==> src/hdl/kli_ram.sv <==
// ---------------------------------------------------------------------------
// kli_ram: generic simple dual port ram
// one write port, one read port with registered read data
// ---------------------------------------------------------------------------
`default_nettype none

module kli_ram #(
    parameter int WIDTH = 32,
    parameter int DEPTH = 32
) (
    input  wire logic                     aclk,
    input  wire logic                     wr_en,
    input  wire logic [$clog2(DEPTH)-1:0] wr_addr,
    input  wire logic [WIDTH-1:0]         wr_data,
    input  wire logic [$clog2(DEPTH)-1:0] rd_addr,
    output logic      [WIDTH-1:0]         rd_data
);

    logic [WIDTH-1:0] mem_reg [DEPTH];
    logic [WIDTH-1:0] rd_data_reg;

    always_ff @(posedge aclk) begin
        if (wr_en) begin
            mem_reg[wr_addr] <= wr_data;
        end
        rd_data_reg <= mem_reg[rd_addr];
    end

    assign rd_data = rd_data_reg;

endmodule

`default_nettype wire

==> config.mk <==
export PLATFORM = sky130hd
export DESIGN_NAME = kli_ram
export DESIGN_NICKNAME = d
export VERILOG_FILES = /design/src/hdl/kli_ram.sv
export SDC_FILE = /design/constraint.sdc
export NUM_CORES = 1
export LEC_CHECK = 0
export BUFFER_PORTS_ARGS = -buffer_cell sky130_fd_sc_hd__buf_2
export CAP_MARGIN = 20
export CORE_ASPECT_RATIO = 0.9
export CORE_MARGIN = 4
export CORE_UTILIZATION = 50
export DETAILED_ROUTE_END_ITERATION = 12
export GPL_TIMING_DRIVEN = 0
export PLACE_DENSITY = 0.73
export SYNTH_ARGS = -nofsm -noshare
export SYNTH_HDL_FRONTEND = slang
export SYNTH_SLANG_ARGS = --single-unit
==> constraint.sdc <==
create_clock -name aclk -period 4.2 [get_ports aclk]
set_input_delay 0.21 -clock aclk [delete_from_list [all_inputs] [get_ports aclk]]
set_output_delay 0.21 -clock aclk [all_outputs]
set_load 0.1 [all_outputs]
== After elaboration in Yosys (flattened, before gate mapping) ==
Memory sizes are Yosys's and may differ from the RTL's. A register that Yosys moved wholly into a read port is not among the register bits.
Index checks and enable logic that the tools add are counted.

* Register bits: 0
* RAM bits: 1024
* Input bits: 44
* Output and inout port bits: 32
* Logic and storage cells: 3
* Memories: 1

{| class="wikitable"
|+ Memory list
! name !! depth !! width !! rd ports !! clocked after Yosys merged registers in !! wr ports !! line !! RTL
|-
| mem_reg || 32 || 32 || 1 || 1 || 1 || 19 || <nowiki>logic [WIDTH-1:0] mem_reg [DEPTH];</nowiki>
|}

* Multiplexer cells: 2

{| class="wikitable"
|+ Operators with widths
! cell !! count
|-
| $mux W1 || 2
|}

== Longest topological paths before layout ==
* Depth after elaboration: 2
* Mapped depth: 8
* Gate-level depth less buffers: 5

== Worst setup path after synthesis ==
OpenSTA, ideal clock, no wires.

* Kind: input to register
* Start point: in wr_addr[1]
* End point: mem mem_reg[12][0] (enable)
* Library setup time: 421 ps
* Arrival time: 2223 ps
* Required time: 3779 ps
* Slack: 1556 ps
* Stages: 3
* Buffers on the path: 1
* Cell sequence: or3b_2 -> clkbuf_1 -> nor2_1

{| class="wikitable"
|+ RTL lines
! element !! line !! RTL
|-
| from (decl) || 13 || <nowiki>input wire logic [$clog2(DEPTH)-1:0] wr_addr,</nowiki>
|-
| to (decl) || 19 ||
|}

No word-level cell before the write port.

==> flow_summary.toml <==
[global_route]
grt_pass1_vias = 21800
grt_overflow_total = 0
track_usage_pct = 22.0
grt_max_degree = 33
grt_first_pass_wirelength_um = 140000
antenna_found_initial = 2

[worst_hold_path]
hold_path_depth = 1
hp-class = "primary input to register"

[power]
power_switching_uw = 4940
pwr-share-seq_pct = 53.5
p_per_area_nw_per_um2 = 474
p_leak_uw = 0.0162
power_uw = 22000
p_comb_share_pct = 6.7
p_sw_share_pct = 22.5
ir_drop_mv = 0.354
power.share.clock_pct = 39.7
power.internal_uw = 17000

[sta]
setup_viol = 0
hold_viol = 0
rsz0062_at_grt = "false"
relSlewSlack_pct = 28.0
skew_ps = 26.4
worst_pin_slew_ps = 1080
final-max-slew-violation-count = 0
post-route-period-util_pct = 50.0
fin_crit_ps = 2100
finalSetupTns_ps = 0
clock.fmax_mhz = 476

[clock_network]
cts_tree = "yes"
cts_resized = 0
cts_inserted_buffers = 103
path_clk_slew_ps = 60
insertion_delay_ps = 660
cts_sinks = 1056
htreeDepth = 3
post-cts-setup-buffers = 0
cts_hold_buf = 0
root_buffer = "clkbuf_16"
clock_path_buffers = 3

[synthesis]
synthesis.area_um2 = 40500
ys_ff_latch = 1056
syn_inst = 2260
synth.yosys.warnings = 0
ys_seq_area_share_pct = 77.5
syn_avg_cell_area_um2 = 17.9
syn-num-nets = 2304
ys_types = 25

[floorplan]
die_y_um = 278
num_rows = 98
die_area_um2 = 85600
start_util_pct = 50.7
coreArea_um2 = 79800
io_pins = 76
die_w_um = 308

[finish]
layout_common_cells = "1024 x edfxtp_1, 512 x mux2i_1, 104 x clkbuf_16"
multi_input_comb_area_um2 = 8580
largest_reg_flops = 1024
drive_above_1_share_pct = 14.4
seq_area_um2 = 31400
layout_commonest_cell = "edfxtp_1"
syn2layout_area_growth_pct = 14.4
nets = 2515
n_fill_cell = 5706

[critical_path]
crit_path_max_fanout = 10
rr_worst_depth = 5
setup.worst_path.start_class = "primary input"
path_class = "primary input to register"
r2r_setup_slack_ps = 2340
path_cells = "buf_2, or2_2, clkbuf_1, clkbuf_1, nor3_1, a31oi_1, nand3_1"
path_buf_inv = 3
worstPathArrival_ps = 2520
crit_top_cell = "clkbuf_1"
required_ps = 4620
cpLargestDelayFamily = "buffers and inverters"
slowest_stage = "clkbuf_1"
cp_num_cells = 7
critical-path-max-stage-delay_ps = 600
critPathCaptureType = "register"

[place]
dpl.hpwl_um = 61800
port_buffers = 74
gp_congestion = 0.845

[drt]
drtIter0Drc = 2425
wl_per_cell_um = 26.5
via_per_inst = 5.99
via_count = 21600
finalWirelength_um = 95500
drc_errors = 0
firstDrtPassIters = 5
ant_nets = 0

[run]
cap_violations = 0

[status]
outcome = "finished clean"
[power groups by stage]
stage                     combinational [µW]  sequential, µW  clock (µW)
after CTS                               1470           11800        8830
final                                   1480           11800        8720
after global routing                    1550           11800        9270
after floorplan                          605           12300           0
after detailed placement                1470           12000           0
after global placement                  1400           12000           0
[layout make-up]
class,instances,area share (%)
Sequential cell,1056,67.8
Multi-Input combinational cell,1077,18.5
Clock buffer,139,6.03
Tap cell,1050,2.84
Timing Repair Buffer,106,2.30
Buffer,127,1.63
Clock inverter,52,0.886
Antenna cell,1,0.00540
[Yosys cell counts, drive strengths merged]
| cell type | count | area share (%) |
|---|---|---|
| a21oi | 96 | 1.2 |
| a22o | 64 | 1.4 |
| a22oi | 96 | 1.8 |
| a31oi | 32 | 0.49 |
| and2 | 1 | 0.015 |
| and2b | 1 | 0.019 |
| buf | 79 | 1.4 |
| clkbuf | 48 | 0.46 |
| dfxtp | 32 | 1.6 |
| edfxtp | 1024 | 76 |
| mux2i | 512 | 13 |
| nand2 | 98 | 0.91 |
| nand2b | 2 | 0.031 |
| nand3 | 98 | 1.2 |
| nand3b | 5 | 0.093 |
| nor2 | 34 | 0.32 |
| nor2b | 1 | 0.015 |
| nor3 | 32 | 0.40 |
| or2 | 1 | 0.015 |
| or3 | 1 | 0.015 |
| or3b | 3 | 0.065 |
[cell families after synthesis]
group	Yosys count	share of synthesized area, %
DFF	1056	77.5
and+or+nand+nor	277	3.10
muxes	512	12.7
buffers and inverters	127	1.86
AOI/OAI and AO/OA	288	4.85
[routing by layer]
layer	share of wire, %	global-route usage (%)
met5	0	0
met4	2.4	6.08
met3	9.0	4.36
met2	49	36.3
met1	40	30.2
[final timing paths]
check	from	end
setup / recovery	rd_addr[4]	rd_data[12]
hold / removal	wr_data[31]	mem_reg[12][31]
setup reg to reg	mem_reg[0][12]	rd_data[12]
hold reg to reg	mem_reg[27][28]	rd_data[28]
[worst reg2reg max path, cell delays in order, from the launching register on]
cell and delay [ps]:
edfxtp_1 370, mux2i_1 150, a22o_1 160, nor3_1 60
a31oi_1 550, nand3_1 350
[metrics by stage]
step	cells	cell area, µm²	setup slack [ps]	hold WS (ps)	util [%]
floorplan	2260	40500	1560	309	-
global placement	3384	42200	29.8	599	52.8
detailed placement	3416	43100	1600	603	54.0
CTS	3607	46300	2300	29.8	58.0
global route	3608	46300	2060	66.5	58.0
finish	3608	46300	2100	84.9	58.0
No activity file was read; power rests on OpenSTA's default activity.
