===== config.mk =====
export PLATFORM = sky130hd
export DESIGN_NAME = kli_div
export DESIGN_NICKNAME = d
export VERILOG_FILES = /design/src/hdl/kli_pkg.sv /design/src/hdl/kli_div.sv
export SDC_FILE = /design/constraint.sdc
export NUM_CORES = 1
export LEC_CHECK = 0
export BUFFER_PORTS_ARGS = -buffer_cell sky130_fd_sc_hd__buf_2
export CORE_UTILIZATION = 59
export DETAILED_ROUTE_END_ITERATION = 16
export GPL_TIMING_DRIVEN = 1
export PLACE_DENSITY = 0.8
export SLEW_MARGIN = 20
export SYNTH_ARGS = -nofsm -noshare
export SYNTH_HDL_FRONTEND = slang
export SYNTH_SLANG_ARGS = --single-unit
export TNS_END_PERCENT = 30

===== constraint.sdc =====
create_clock -name aclk -period 5.03 [get_ports aclk]
set_clock_uncertainty 0.1 [all_clocks]
set_input_delay 0 -clock aclk [delete_from_list [all_inputs] [get_ports aclk]]
set_output_delay 0 -clock aclk [all_outputs]
set_load 0.1 [all_outputs]

===== src/hdl/kli_pkg.sv =====
// ---------------------------------------------------------------------------
// kli_pkg: shared definitions for the keyframe linear interpolator
// widths, command and register codes, divider result bundle
// ---------------------------------------------------------------------------
`default_nettype none

package kli_pkg;

    // default table sizes
    localparam int DEF_MAX_KEYS     = 32;
    localparam int DEF_MAX_CHANNELS = 16;

    // field widths
    localparam int CMD_W        = 2;
    localparam int KEY_INDEX_W  = 5;
    localparam int CHANNEL_W    = 4;
    localparam int KEY_TIME_W   = 17;
    localparam int VALUE_W      = 32;
    localparam int SAMPLE_W     = 32;
    localparam int OUT_INDEX_W  = 9;
    localparam int FRAC_W       = 16;
    localparam int BLEND_W      = 17;
    localparam int DIFF_W       = 18;

    // stream beat widths
    localparam int S_TDATA_W = 96;
    localparam int S_TUSER_W = 2;
    localparam int M_TDATA_W = 48;

    // configuration port
    localparam int CFG_ADDR_W = 2;
    localparam int CFG_DATA_W = 8;

    typedef enum logic [CMD_W-1:0] {
        CMD_LOAD_TIME  = 2'd0,
        CMD_LOAD_VALUE = 2'd1,
        CMD_EVALUATE   = 2'd2,
        CMD_NOP        = 2'd3
    } cmd_t;

    typedef enum logic [CFG_ADDR_W-1:0] {
        REG_KEY_COUNT     = 2'd0,
        REG_CHANNEL_COUNT = 2'd1,
        REG_OUTPUT_BASE   = 2'd2,
        REG_UNUSED        = 2'd3
    } reg_index_t;

    // divider result: done pulse and blend factor (unsigned Q1.16)
    typedef struct packed {
        logic               done;
        logic [BLEND_W-1:0] blend;
    } div_result_t;

endpackage

`default_nettype wire


===== src/hdl/kli_div.sv =====
// ---------------------------------------------------------------------------
// kli_div: serial blend divider
// floor((num << 16) / den) saturated to [0, 1.0], one quotient bit a cycle
// ---------------------------------------------------------------------------
`default_nettype none

module kli_div
    import kli_pkg::*;
(
    input  wire logic                     aclk,
    input  wire logic                     aresetn,
    input  wire logic                     start,
    input  wire logic signed [DIFF_W-1:0] num,
    input  wire logic signed [DIFF_W-1:0] den,
    output div_result_t                   result
);

    localparam int MAG_W = DIFF_W - 1;
    localparam int Q_W   = FRAC_W;
    localparam int CNT_W = $clog2(Q_W);

    logic             busy_reg, busy_next;
    logic             done_reg, done_next;
    logic [CNT_W-1:0] cnt_reg, cnt_next;
    logic [MAG_W-1:0] rem_reg, rem_next;
    logic [MAG_W-1:0] dvs_reg, dvs_next;
    logic [Q_W-1:0]   quo_reg, quo_next;
    logic             sat_reg, sat_next;

    logic             num_neg, den_neg, zero_q;
    logic [MAG_W-1:0] num_abs, den_abs;
    logic [MAG_W:0]   rem_sh;
    logic [MAG_W+1:0] trial;
    logic             fits;

    assign num_neg = num[DIFF_W-1];
    assign den_neg = den[DIFF_W-1];
    assign num_abs = num_neg ? MAG_W'(-num) : MAG_W'(num);
    assign den_abs = den_neg ? MAG_W'(-den) : MAG_W'(den);
    // negative quotient and zero divisor both end up at zero
    assign zero_q  = (den == '0) || (num == '0) || (num_neg != den_neg);

    // shared restoring step
    assign rem_sh = {rem_reg, 1'b0};
    assign trial  = {1'b0, rem_sh} - {2'b00, dvs_reg};
    assign fits   = !trial[MAG_W+1];

    always_comb begin
        busy_next = busy_reg;
        done_next = 1'b0;
        cnt_next  = cnt_reg;
        rem_next  = rem_reg;
        dvs_next  = dvs_reg;
        quo_next  = quo_reg;
        sat_next  = sat_reg;
        if (start) begin
            if (zero_q) begin
                quo_next  = '0;
                sat_next  = 1'b0;
                done_next = 1'b1;
            end else if (num_abs >= den_abs) begin
                quo_next  = '0;
                sat_next  = 1'b1;
                done_next = 1'b1;
            end else begin
                busy_next = 1'b1;
                cnt_next  = '0;
                rem_next  = num_abs;
                dvs_next  = den_abs;
                quo_next  = '0;
                sat_next  = 1'b0;
            end
        end else if (busy_reg) begin
            rem_next = fits ? trial[MAG_W-1:0] : rem_sh[MAG_W-1:0];
            quo_next = {quo_reg[Q_W-2:0], fits};
            cnt_next = cnt_reg + CNT_W'(1);
            if (cnt_reg == CNT_W'(Q_W - 1)) begin
                busy_next = 1'b0;
                done_next = 1'b1;
            end
        end
    end

    always_ff @(posedge aclk) begin
        if (!aresetn) begin
            busy_reg <= 1'b0;
            done_reg <= 1'b0;
        end else begin
            busy_reg <= busy_next;
            done_reg <= done_next;
        end
    end

    always_ff @(posedge aclk) begin
        cnt_reg <= cnt_next;
        rem_reg <= rem_next;
        dvs_reg <= dvs_next;
        quo_reg <= quo_next;
        sat_reg <= sat_next;
    end

    assign result.done  = done_reg;
    assign result.blend = {sat_reg, quo_reg};

endmodule

`default_nettype wire


---- Word level (Yosys, flattened, before mapping) ----
Index checks and enable logic that the tools add are counted.
storage, ports and cells
  flip-flop bits (word level) ............. 57
  output and inout bits ................... 18
  logic and storage cells ................. 48
cells by class
  add/sub/neg operators ................... 4
  order comparisons ....................... 1
  eq/ne operators ......................... 4
  multiplexer cells ....................... 21
  bitwise operators ....................... 2
  reduce and logical (&&, ||, !) cells .... 9
operator list
  operator               number
  $mux W17               7
  $logic_not A18 Y1      2
  $neg A17 Y17           2
  $sub A18 B17 Y19       1
  $ge A17 B17 Y1         1
  $mux W4                4
  $mux W1                10
  $reduce_and A3 Y1      2
  $add A4 B1 Y4 const B  1
  $eq A4 B4 Y1 const B   1
  $ne A2 B2 Y1 const B   2
  $logic_or A1 B1 Y1     2
  $not A1 Y1             2
  $reduce_and A2 Y1      1
  $reduce_bool A2 Y1     1
  $logic_not A1 Y1       1
  $ne A1 B1 Y1           1

---- Logic depth before layout (Yosys ltp) ----
Gate-level depths: netlist of the first run.
  word-level depth ........................ 6
  mapped depth ............................ 13
  gate-level depth less buffers ........... 13

---- Worst setup path before layout of the first run ----
No wires, ideal clock.
  kind .................................... input -> register
  from .................................... input num[5]
  to ...................................... register cnt_reg[0], enable pin
  setup time .............................. 402 ps
  arrival time ............................ 3290 ps
  required time ........................... 4528 ps
  slack ................................... 1239 ps
  stages on the path ...................... 11
  path buffers ............................ 0
  cell sequence ........................... or4_4 -> or4_4 -> o31ai_1 -> xnor2_1 -> ha_1 -> a21o_1 -> a21oi_1 -> nor2b_1 -> a2111oi_0 -> o2111ai_2 -> o21ai_1
between the ends
  word-level cells in the longest chain between the ends .. 5
ends and longest elaborated chain
  element                                                      line                          text
  start, declared                                              kli_div.sv:13                 input wire logic signed [DIFF_W-1:0] num,
  $neg A17 Y17 / $logic_not A18 Y1 (equally long branches)     kli_div.sv:38, kli_div.sv:41
  $mux W17 / $logic_or A1 B1 Y1 (equally long branches)        kli_div.sv:38, kli_div.sv:41
  $ge A17 B17 Y1 / $logic_or A1 B1 Y1 (equally long branches)  kli_div.sv:61, kli_div.sv:41
  $ne A2 B2 Y1 (no source line)                                -
  $reduce_and A3 Y1 (no source line) *                         -
  end signal, assigned                                         kli_div.sv:95                 cnt_reg <= cnt_next;
  end, declared                                                kli_div.sv:24                 logic [CNT_W-1:0] cnt_reg, cnt_next;
Mark *: on every way between the ends. The rest lies on a longest branch, timed or not.
A chain may end at the register's enable or synchronous reset.

---- Final worst setup path of the first run ----
  from .................................... input den[5]
  to ...................................... register dvs_reg[3], enable pin
between the ends
  word-level cells in the longest chain between the ends .. 5
ends and longest elaborated chain
  element                                                      line                          text
  start, declared                                              kli_div.sv:14                 input wire logic signed [DIFF_W-1:0] den,
  $neg A17 Y17 / $logic_not A18 Y1 (equally long branches)     kli_div.sv:39, kli_div.sv:41
  $mux W17 / $logic_or A1 B1 Y1 (equally long branches)        kli_div.sv:39, kli_div.sv:41
  $ge A17 B17 Y1 / $logic_or A1 B1 Y1 (equally long branches)  kli_div.sv:61, kli_div.sv:41
  $not A1 Y1 (no source line)                                  -
  $reduce_and A3 Y1 (no source line) *                         -
  end signal, assigned                                         kli_div.sv:97                 dvs_reg <= dvs_next;
  end, declared                                                kli_div.sv:26                 logic [MAG_W-1:0] dvs_reg, dvs_next;
Marked as above.

==> impl_metrics.py, run 1 <==
metrics = {
    "logic_synthesis": {
        "synthFlopType": "edfxtp_1",
        "synth_warnings": 0,
        "async_flop_share_pct": 0,
        "netlist.area_leader.share_pct": 26.9,
        "synth_edf_count": 39,
        "synth-seq-cells": 57,
        "yosysTopAreaCell": "edfxtp_1",
        "synthesis.nets": 550,
        "avgSynthCellArea_sq_um": 9.18,
        "ys_types": 60,
        "syn-cell-area_sq_um": 4350,
        "yosysSeqAreaShare_pct": 35.2,
        "synth_area_leaders": "edfxtp_1 27%, ha_1 10%, dfxtp_1 8.3%",
        "synthCells": 474,
    },
    "timing": {
        "setup_viol": 0,
        "report.final.slew_viol_count": 0,
        "setup_tns_ns": 0,
        "layout_min_cycle_time_ns": 4.18,
        "fin_crit_sh_pct": 83.1,
        "relSlewSlack_pct": 36.6,
        "fmax_mhz": 239,
        "hold_violations": 0,
        "rsz0062_at_grt": "no",
        "worst_pin_slew_ns": 0.950,
        "setup_slack_ns": 0.851,
    },
    "setup_path": {
        "required_ns": 4.89,
        "crit_arrival_ns": 4.04,
        "crit_fanout": 17,
        "startpoint_type": "primary input",
        "cp-end-kind": "flop",
        "critPathKind": "primary input to flop",
    },
    "die": {
        "die_w_microns": 87.9,
        "io_pins": 57,
        "die-area_sq_um": 7720,
        "coreArea_sq_um": 6940,
        "rows": 30,
        "die_y_microns": 87.9,
        "start_util_pct": 62.6,
    },
    "finish": {
        "fillers": 500,
        "seqCellArea_sq_um": 1530,
        "drive_gt1_share_pct": 15.4,
        "multi_input_area_sq_um": 2590,
        "nets": 616,
        "final_common_cell": "buf_2",
        "utilization_pct": 73.1,
        "design_area_sq_um": 5080,
        "final_cell_mix": "56 x buf_2, 39 x nor2_1, 39 x edfxtp_1, 38 x inv_1, 36 x ha_1",
        "diodes": 0,
        "syn2layout_area_growth_pct": 16.8,
    },
    "clock_tree": {
        "clock_latency_ns": 0.34,
        "cts_tree": "done",
        "cts_setup_buffers": 0,
        "path_clk_slew_ns": 0.07,
        "cts_made_buffers": 9,
        "clock-root-buffer": "clkbuf_8",
        "cts_max_path_buffers": 2,
        "clock_sinks": 57,
        "htreeDepth": 3,
    },
    "global_route": {
        "grt_remaining_overflow": 0,
        "grt_pass1_vias": 3667,
        "grt_antenna_before_repair": 0,
        "grt_max_degree": 43,
        "grt.total_usage_pct": 29.8,
        "grt_pass1_wl_microns": 17600,
    },
    "routing": {
        "first_iter_violations": 248,
        "vias": 3870,
        "wl_microns": 10900,
        "wl_per_cell_microns": 16.9,
        "drc": 0,
        "viasPerCell": 6.04,
        "antenna_left": 0,
        "dr.pass1.iters": 5,
    },
    "placement": {
        "place_ws_ns": 1.08,
        "place.gp.congestion": 0.951,
        "numPortBuffers": 56,
        "placed_area_sq_um": 4680,
        "dp.final_hpwl_microns": 7750,
    },
    "power_and_ir_drop": {
        "peakVddDrop_v": 0.000315,
        "power.density_nw_per_um2": 315,
        "p_leak_nw": 2.18,
        "finalPower_mw": 1.60,
    },
    "run_status": {
        "status": "completed",
    },
    "worst_hold_path": {
        "min_path_type": "primary input to flop",
    },
    "job": {
        "cap_violations": 0,
    },
}
## cell type report
cell class	count	area share [%]
Clock inverter	4	1.48
Inverter	39	2.88
Multi-Input combinational cell	359	51.0
Clock buffer	12	3.05
Timing Repair Buffer	74	9.02
Sequential cell	57	30.2
Tap cell	96	2.37
## synthesized netlist by cell type (3+ instances only)
master	instances
nor2b_1	7
inv_1	38
mux2i_1	17
xor2_1	23
nor3_1	7
or4_1	3
clkbuf_1	15
nand2b_1	11
dfxtp_1	18
a31oi_1	8
and3_1	5
o21a_1	5
edfxtp_1	39
nor4_1	3
nor2_1	39
nand4_1	5
a22oi_1	4
nand3_1	12
a21oi_1	20
o21ai_1	4
or3_1	6
a211oi_1	6
ha_1	36
o21ai_0	16
o41ai_1	3
nand2_1	34
o31ai_1	12
xnor2_1	23
or4_4	3
a21o_1	12
## final timing paths
| kind | from | to | slack (ns) | cells past startpoint |
|---|---|---|---|---|
| worst min register to register | quo_reg[15] | quo_reg[15] | 0.40 | 2 |
| worst min-delay path | num[16] | rem_reg[16] | 0.07 | 4 |
| worst max register to register | rem_reg[0] | rem_reg[12] | 1.98 | 8 |
| worst max-delay path | den[5] | dvs_reg[3] | 0.85 | 12 |
## metrics by stage
| step | hold slack, ns | cells |
|---|---|---|
| after CTS | 0.0612 | 641 |
| final | 0.0744 | 641 |
| after global placement | 0.146 | 608 |
| after detailed placement | 0.158 | 608 |
| after floorplan | -0.00113 | 474 |
| after global routing | 0.0713 | 641 |
## cells by family (layout without fill, tap and decap cells)
group / count (synthesis) / in the layout / share of synthesized area [%]
AND/OR/NAND/NOR: 144 / 144 / 16.7
XOR/XNOR: 46 / 46 / 9.26
flip-flops: 57 / 57 / 35.2
buffers and inverters: 58 / 129 / 5.18
AO/OA/AOI/OAI: 114 / 114 / 18.7
multiplexers: 18 / 18 / 4.17
adder cells (fa/ha/maj): 37 / 37 / 10.8
## worst max-delay path, stage by stage
cell and delay (ns):
dlygate4sd3_1 0.54, buf_2 0.15, nor4_1 0.39, nand4b_1 0.31
o41ai_1 0.51, xor2_1 0.29, ha_1 0.29, nand4_1 0.12
a211oi_1 0.07, a2111oi_0 0.61, o2111ai_2 0.23, inv_1 0.53
## layer usage
metal | vias up | global-route usage, % | wire length (microns)
li1 | 1859 | - | -
met1 | 1825 | 40.7 | 4900
met2 | 161 | 47.9 | 5050
met3 | 25 | 5.75 | 661
met4 | 0 | 9.84 | 240
met5 | - | 0 | 0
## what timing repair did
item	4_1_cts	5_1_grt
endpoints found under the setup margin	0	0
hold buffers	17	0
endpoints found under the hold margin	18	0
resized for setup	0	0
## power breakdown
group | switching [mW] | internal, mW
sequential | 0.0239 | 0.557
combinational | 0.321 | 0.209
clock | 0.182 | 0.306
(Power assumes the default switching activity.)
==> inputs of run 2 (changes only) <==
- clock period: 5.03 -> 3.85 ns (I/O delays scaled with it)
==> run 2 against run 1 <==
Net effect:
- final cell count rose by 0.47%
- critical path depth rose by 3
- combinational power rose by 34%
- total power rose by 22%
- largest cell class unchanged
- sequential power rose by 30%
- highest routed layer unchanged
- first-iteration DRC count rose by 20%
==> impl_metrics.py, run 2 (synthesized netlist as in run 1, its figures left out) <==
metrics = {
    "timing": {
        "fin_hold_ws_ns": 0.0756,
        "report.final.slew_viol_count": 0,
        "hold_violations": 0,
        "fmax_mhz": 275,
        "setup_slack_ns": 0.209,
        "relSlewSlack_pct": 37.7,
        "worst_pin_slew_ns": 0.933,
        "setup_viol": 0,
        "fin_crit_sh_pct": 94.6,
        "layout_min_cycle_time_ns": 3.64,
    },
    "finish": {
        "nets": 619,
        "final_common_cell": "buf_2",
        "utilization_pct": 73.4,
        "diodes": 0,
        "final_cell_mix": "56 x buf_2, 39 x nor2_1, 39 x edfxtp_1, 38 x inv_1, 36 x ha_1",
        "drive_gt1_share_pct": 16.8,
        "syn2layout_area_growth_pct": 17.1,
        "fillers": 487,
        "design_area_sq_um": 5090,
        "stdcell_count": 644,
    },
    "run_status": {
        "status": "completed",
    },
    "global_route": {
        "grt_antenna_before_repair": 0,
        "grt_pass1_wl_microns": 17900,
        "grt_remaining_overflow": 0,
        "grt.total_usage_pct": 30.3,
        "grt_pass1_vias": 3752,
        "grt_max_degree": 43,
    },
    "placement": {
        "numPortBuffers": 56,
        "placed_area_sq_um": 4720,
        "place.gp.congestion": 1.01,
        "place_ws_ns": 0.0879,
        "dp_cells": 610,
        "dp.final_hpwl_microns": 7710,
    },
    "die": {
        "die_y_microns": 87.9,
        "die-area_sq_um": 7720,
        "rows": 30,
        "start_util_pct": 62.6,
        "die_w_microns": 87.9,
        "io_pins": 57,
        "coreArea_sq_um": 6940,
    },
    "clock_tree": {
        "cts_tree": "done",
        "clock-root-buffer": "clkbuf_8",
        "cts_made_buffers": 9,
        "cts_max_path_buffers": 2,
        "htreeDepth": 3,
        "path_clk_slew_ns": 0.07,
        "clock_latency_ns": 0.34,
        "clock_sinks": 57,
    },
    "setup_path": {
        "crit_arrival_ns": 3.58,
        "crit_path_max_incr_delay_ns": 0.54,
        "critPathKind": "primary input to flop",
        "crit_chain": "dlygate4sd3_1 -> buf_2 -> nor4_2 -> nand4b_1 -> o21ai_0 -> xor2_1 -> ha_1 -> a21o_1 -> a21oi_1 -> nor2b_1 -> a2111oi_2 -> buf_4 -> o2111ai_2 -> o21ai_2 -> buf_12",
        "cp_slowest_cell": "dlygate4sd3_1",
        "cp-end-kind": "flop",
        "startpoint_type": "primary input",
        "crit_fanout": 21,
        "required_ns": 3.79,
    },
    "power_and_ir_drop": {
        "p_switching_mw": 0.705,
        "p_seq_share_pct": 38.8,
        "p_int_mw": 1.24,
        "clkPwrFrac_pct": 24.6,
        "p_leak_nw": 2.19,
        "peakVddDrop_v": 0.000298,
        "swShare_pct": 36.2,
        "power.density_nw_per_um2": 383,
        "pwr-share-comb_pct": 36.5,
    },
    "worst_hold_path": {
        "min_path_type": "primary input to flop",
    },
    "routing": {
        "wl_per_cell_microns": 16.9,
        "viasPerCell": 6.03,
        "vias": 3885,
        "first_iter_violations": 297,
        "antenna_left": 0,
        "dr.pass1.iters": 4,
        "wl_microns": 10900,
        "drc": 0,
    },
    "job": {
        "cap_violations": 0,
    },
}
==> run 2: cell count changes in the layout (fill, tap and decap cells not counted), sizes merged <==
cell / previous run / this run
clkinvlp: 2 / 1
clkbuf: 12 / 9
clkinv: 1 / 7
buf: 57 / 60
bufinv: 2 / 0
==> run 2: area by class of cell <==
| cell class | instances | area [sq um] | area share [%] |
|---|---|---|---|
| repair buffers | 77 | 505 | 9.92 |
| flip-flops and latches | 57 | 1530 | 30.1 |
| inverters | 39 | 146 | 2.87 |
| clock inverters | 7 | 47.5 | 0.933 |
| well taps | 96 | 120 | 2.36 |
| multi-input cells | 359 | 2620 | 51.4 |
| clock buffers | 9 | 124 | 2.43 |
==> run 2: critical path: cells and delay by family <==
kind	cells	cell delay (ns)
XOR/XNOR	1	0.25
adder cells (fa/ha/maj)	1	0.29
AO/OA/AOI/OAI	6	1.29
buffers and inverters	4	1.07
AND/OR/NAND/NOR	3	0.67
==> run 2: metal layers <==
metal | part of all wire (%) | global-route usage (%) | up-vias | wire, microns
met3 | 7.3 | 7.07 | 16 | 792
li1 | - | - | 1863 | -
met2 | 47 | 49.2 | 198 | 5120
met4 | 1.4 | 8.35 | 0 | 157
met5 | 0 | 0 | - | 0
met1 | 44 | 40.7 | 1808 | 4840
==> run 2: power by group through the flow <==
stage	Clock (mW)	Sequential, mW	Combinational [mW]
detailed placement	0	0.770	0.670
floorplan	0	0.765	0.495
global placement	0	0.767	0.651
CTS	0.483	0.757	0.691
global route	0.507	0.763	0.781
finish	0.481	0.758	0.712
==> run 2: worst paths after layout <==
| kind | endpoint | cells after the start | slack [ns] | start |
|---|---|---|---|---|
| worst min-delay path | rem_reg[0] | 3 | 0.08 | num[0] |
| worst max-delay path | rem_reg[3] | 15 | 0.21 | den[5] |
| worst min register to register | quo_reg[15] | 2 | 0.39 | quo_reg[15] |
| worst max register to register | rem_reg[12] | 7 | 0.78 | rem_reg[1] |
==> run 2: repair_timing <==
| item | CTS | global route |
|---|---|---|
| gates resized for setup | 0 | 6 |
| endpoints found under the hold margin | 18 | 0 |
| setup buffers | 0 | 1 |
| hold buffers | 17 | 0 |
| setup endpoints to repair | 0 | 39 |
==> run 2: through the flow <==
stage                     power (mW)  setup TNS, ns
after floorplan                 1.26              0
after global placement          1.42              0
after detailed placement        1.44              0
after CTS                       1.93              0
after global routing            2.05        -0.0985
final                           1.95              0
==> inputs of run 3 (changes only) <==
- CORE_MARGIN: default -> 3
- CTS_CLUSTER_SIZE: default -> 10
==> run 3 against run 2 <==
Net effect:
- global-route usage is 5.8 points lower
- first-iteration DRC count is 16% higher
- final cell count stayed put
- non-clock buffer count stayed put
==> impl_metrics.py, run 3 (synthesized netlist as in run 1, its figures left out) <==
metrics = {
    "timing": {
        "setup_viol": 0,
        "relSlewSlack_pct": 38.5,
        "fmax_mhz": 282,
        "setup_tns_ns": 0,
        "fin_crit_sh_pct": 92.2,
        "worst_pin_slew_ns": 0.922,
        "rsz0062_at_grt": "no",
        "layout_min_cycle_time_ns": 3.55,
        "report.final.slew_viol_count": 0,
        "hold_violations": 0,
    },
    "setup_path": {
        "crit_fanout": 21,
        "crit_path_max_incr_delay_ns": 0.55,
        "cp_num_buf_inv": 4,
        "crit_family": "compound AO/OA/AOI/OAI gates",
        "critPathKind": "primary input to flop",
        "crit_arrival_ns": 3.49,
        "required_ns": 3.79,
        "crit_chain": "dlygate4sd3_1 -> buf_2 -> nor3_1 -> nand2_1 -> nor3_1 -> nand2_1 -> o31ai_2 -> xor2_1 -> ha_1 -> a21oi_1 -> nor2b_1 -> a2111oi_2 -> buf_4 -> o2111ai_2 -> o21ai_2 -> buf_12",
        "cp_slowest_cell": "dlygate4sd3_1",
        "cp-end-kind": "flop",
        "startpoint_type": "primary input",
    },
    "global_route": {
        "grt.total_usage_pct": 24.4,
        "grt_pass1_wl_microns": 16700,
        "grt_remaining_overflow": 0,
        "grt_max_degree": 43,
        "grt_pass1_vias": 3522,
        "grt_antenna_before_repair": 0,
    },
    "job": {
        "cap_violations": 0,
    },
    "power_and_ir_drop": {
        "swShare_pct": 35.6,
        "peakVddDrop_v": 0.000321,
        "p_leak_nw": 2.18,
        "pwr-share-comb_pct": 36.1,
        "finalPower_mw": 1.93,
        "p_seq_share_pct": 39.3,
        "clkPwrFrac_pct": 24.6,
        "p_switching_mw": 0.686,
        "power.density_nw_per_um2": 380,
        "p_int_mw": 1.24,
    },
    "routing": {
        "vias": 3730,
        "dr.pass1.iters": 4,
        "antenna_left": 0,
        "drc": 0,
        "viasPerCell": 5.79,
        "wl_per_cell_microns": 15.7,
        "first_iter_violations": 345,
        "wl_microns": 10100,
    },
    "clock_tree": {
        "cts_tree": "done",
        "clock-root-buffer": "clkbuf_8",
        "clock_latency_ns": 0.33,
        "cts_made_buffers": 9,
        "cts_max_path_buffers": 2,
        "path_clk_slew_ns": 0.06,
        "htreeDepth": 3,
        "clock_sinks": 57,
    },
    "die": {
        "die_y_microns": 91.9,
        "start_util_pct": 62.3,
        "coreArea_sq_um": 6980,
        "die-area_sq_um": 8440,
        "io_pins": 57,
        "die_w_microns": 91.9,
        "rows": 30,
    },
    "finish": {
        "syn2layout_area_growth_pct": 16.6,
        "final_cell_mix": "56 x buf_2, 39 x nor2_1, 39 x edfxtp_1, 38 x inv_1, 36 x ha_1",
        "nets": 619,
        "final_common_cell": "buf_2",
        "drive_gt1_share_pct": 16.4,
        "diodes": 0,
        "fillers": 535,
    },
    "placement": {
        "place.gp.congestion": 0.901,
        "numPortBuffers": 56,
        "dp.final_hpwl_microns": 7540,
    },
    "run_status": {
        "status": "completed",
    },
    "worst_hold_path": {
        "min_path_type": "primary input to flop",
    },
}
==> run 3: metrics by stage <==
| step | setup slack [ns] | cell area [sq um] | hold WS [ns] | cells | utilization (%) |
|---|---|---|---|---|---|
| after floorplan | 0.0586 | 4350 | -0.00113 | 474 | - |
| after global placement | 0.221 | 4710 | 0.143 | 610 | 67.4 |
| after detailed placement | 0.171 | 4710 | 0.149 | 610 | 67.4 |
| after CTS | 0.0181 | 5050 | 0.0593 | 643 | 72.3 |
| after global routing | 0.0326 | 5070 | 0.0884 | 644 | 72.6 |
| final | 0.300 | 5070 | 0.0797 | 644 | 72.6 |
==> run 3: repair_timing <==
| action | 4_1_cts | 5_1_grt |
|---|---|---|
| hold buffers | 17 | 0 |
| setup endpoints to repair | 0 | 39 |
| hold endpoints to repair | 18 | 0 |
| gates resized for setup | 0 | 5 |
| buffers inserted | 0 | 1 |
==> run 3: layout make-up <==
| type | count | area (sq um) | area share, % |
|---|---|---|---|
| clock buffer | 9 | 124 | 2.44 |
| clock inverter | 7 | 47.5 | 0.938 |
| inverter | 39 | 146 | 2.89 |
| multi-input combinational | 359 | 2610 | 51.4 |
| sequential | 57 | 1530 | 30.2 |
| tap | 96 | 120 | 2.37 |
| timing repair buffer | 77 | 493 | 9.72 |
==> run 3: worst paths after layout <==
check | from | to | slack (ns) | cells past startpoint
max reg2reg | rem_reg[0] | rem_reg[12] | 0.80 | 8
min reg2reg | quo_reg[15] | quo_reg[15] | 0.40 | 2
max | den[2] | rem_reg[6] | 0.30 | 16
min | num[9] | rem_reg[9] | 0.08 | 4
==> run 3: tightest hold or removal path: cells and delay by family <==
family	cells	cell delay (ns)
buf+inv	1	0.11
simple gates	2	0.14
xor+xnor	1	0.15
==> run 3: power by group through the flow <==
stage / registers, mW / clock network [mW] / logic [mW]
2_1_floorplan: 0.765 / 0 / 0.495
3_3_place_gp: 0.767 / 0 / 0.645
3_5_place_dp: 0.770 / 0 / 0.660
4_1_cts: 0.757 / 0.477 / 0.680
5_1_grt: 0.763 / 0.511 / 0.772
6_report: 0.758 / 0.474 / 0.696
==> run 3: layer usage <==
metal / part of all wire (%) / GRT usage [%]
met1: 48 / 34.8
met2: 44 / 37.5
met3: 5.8 / 5.00
met4: 1.6 / 7.55
met5: 0 / 0
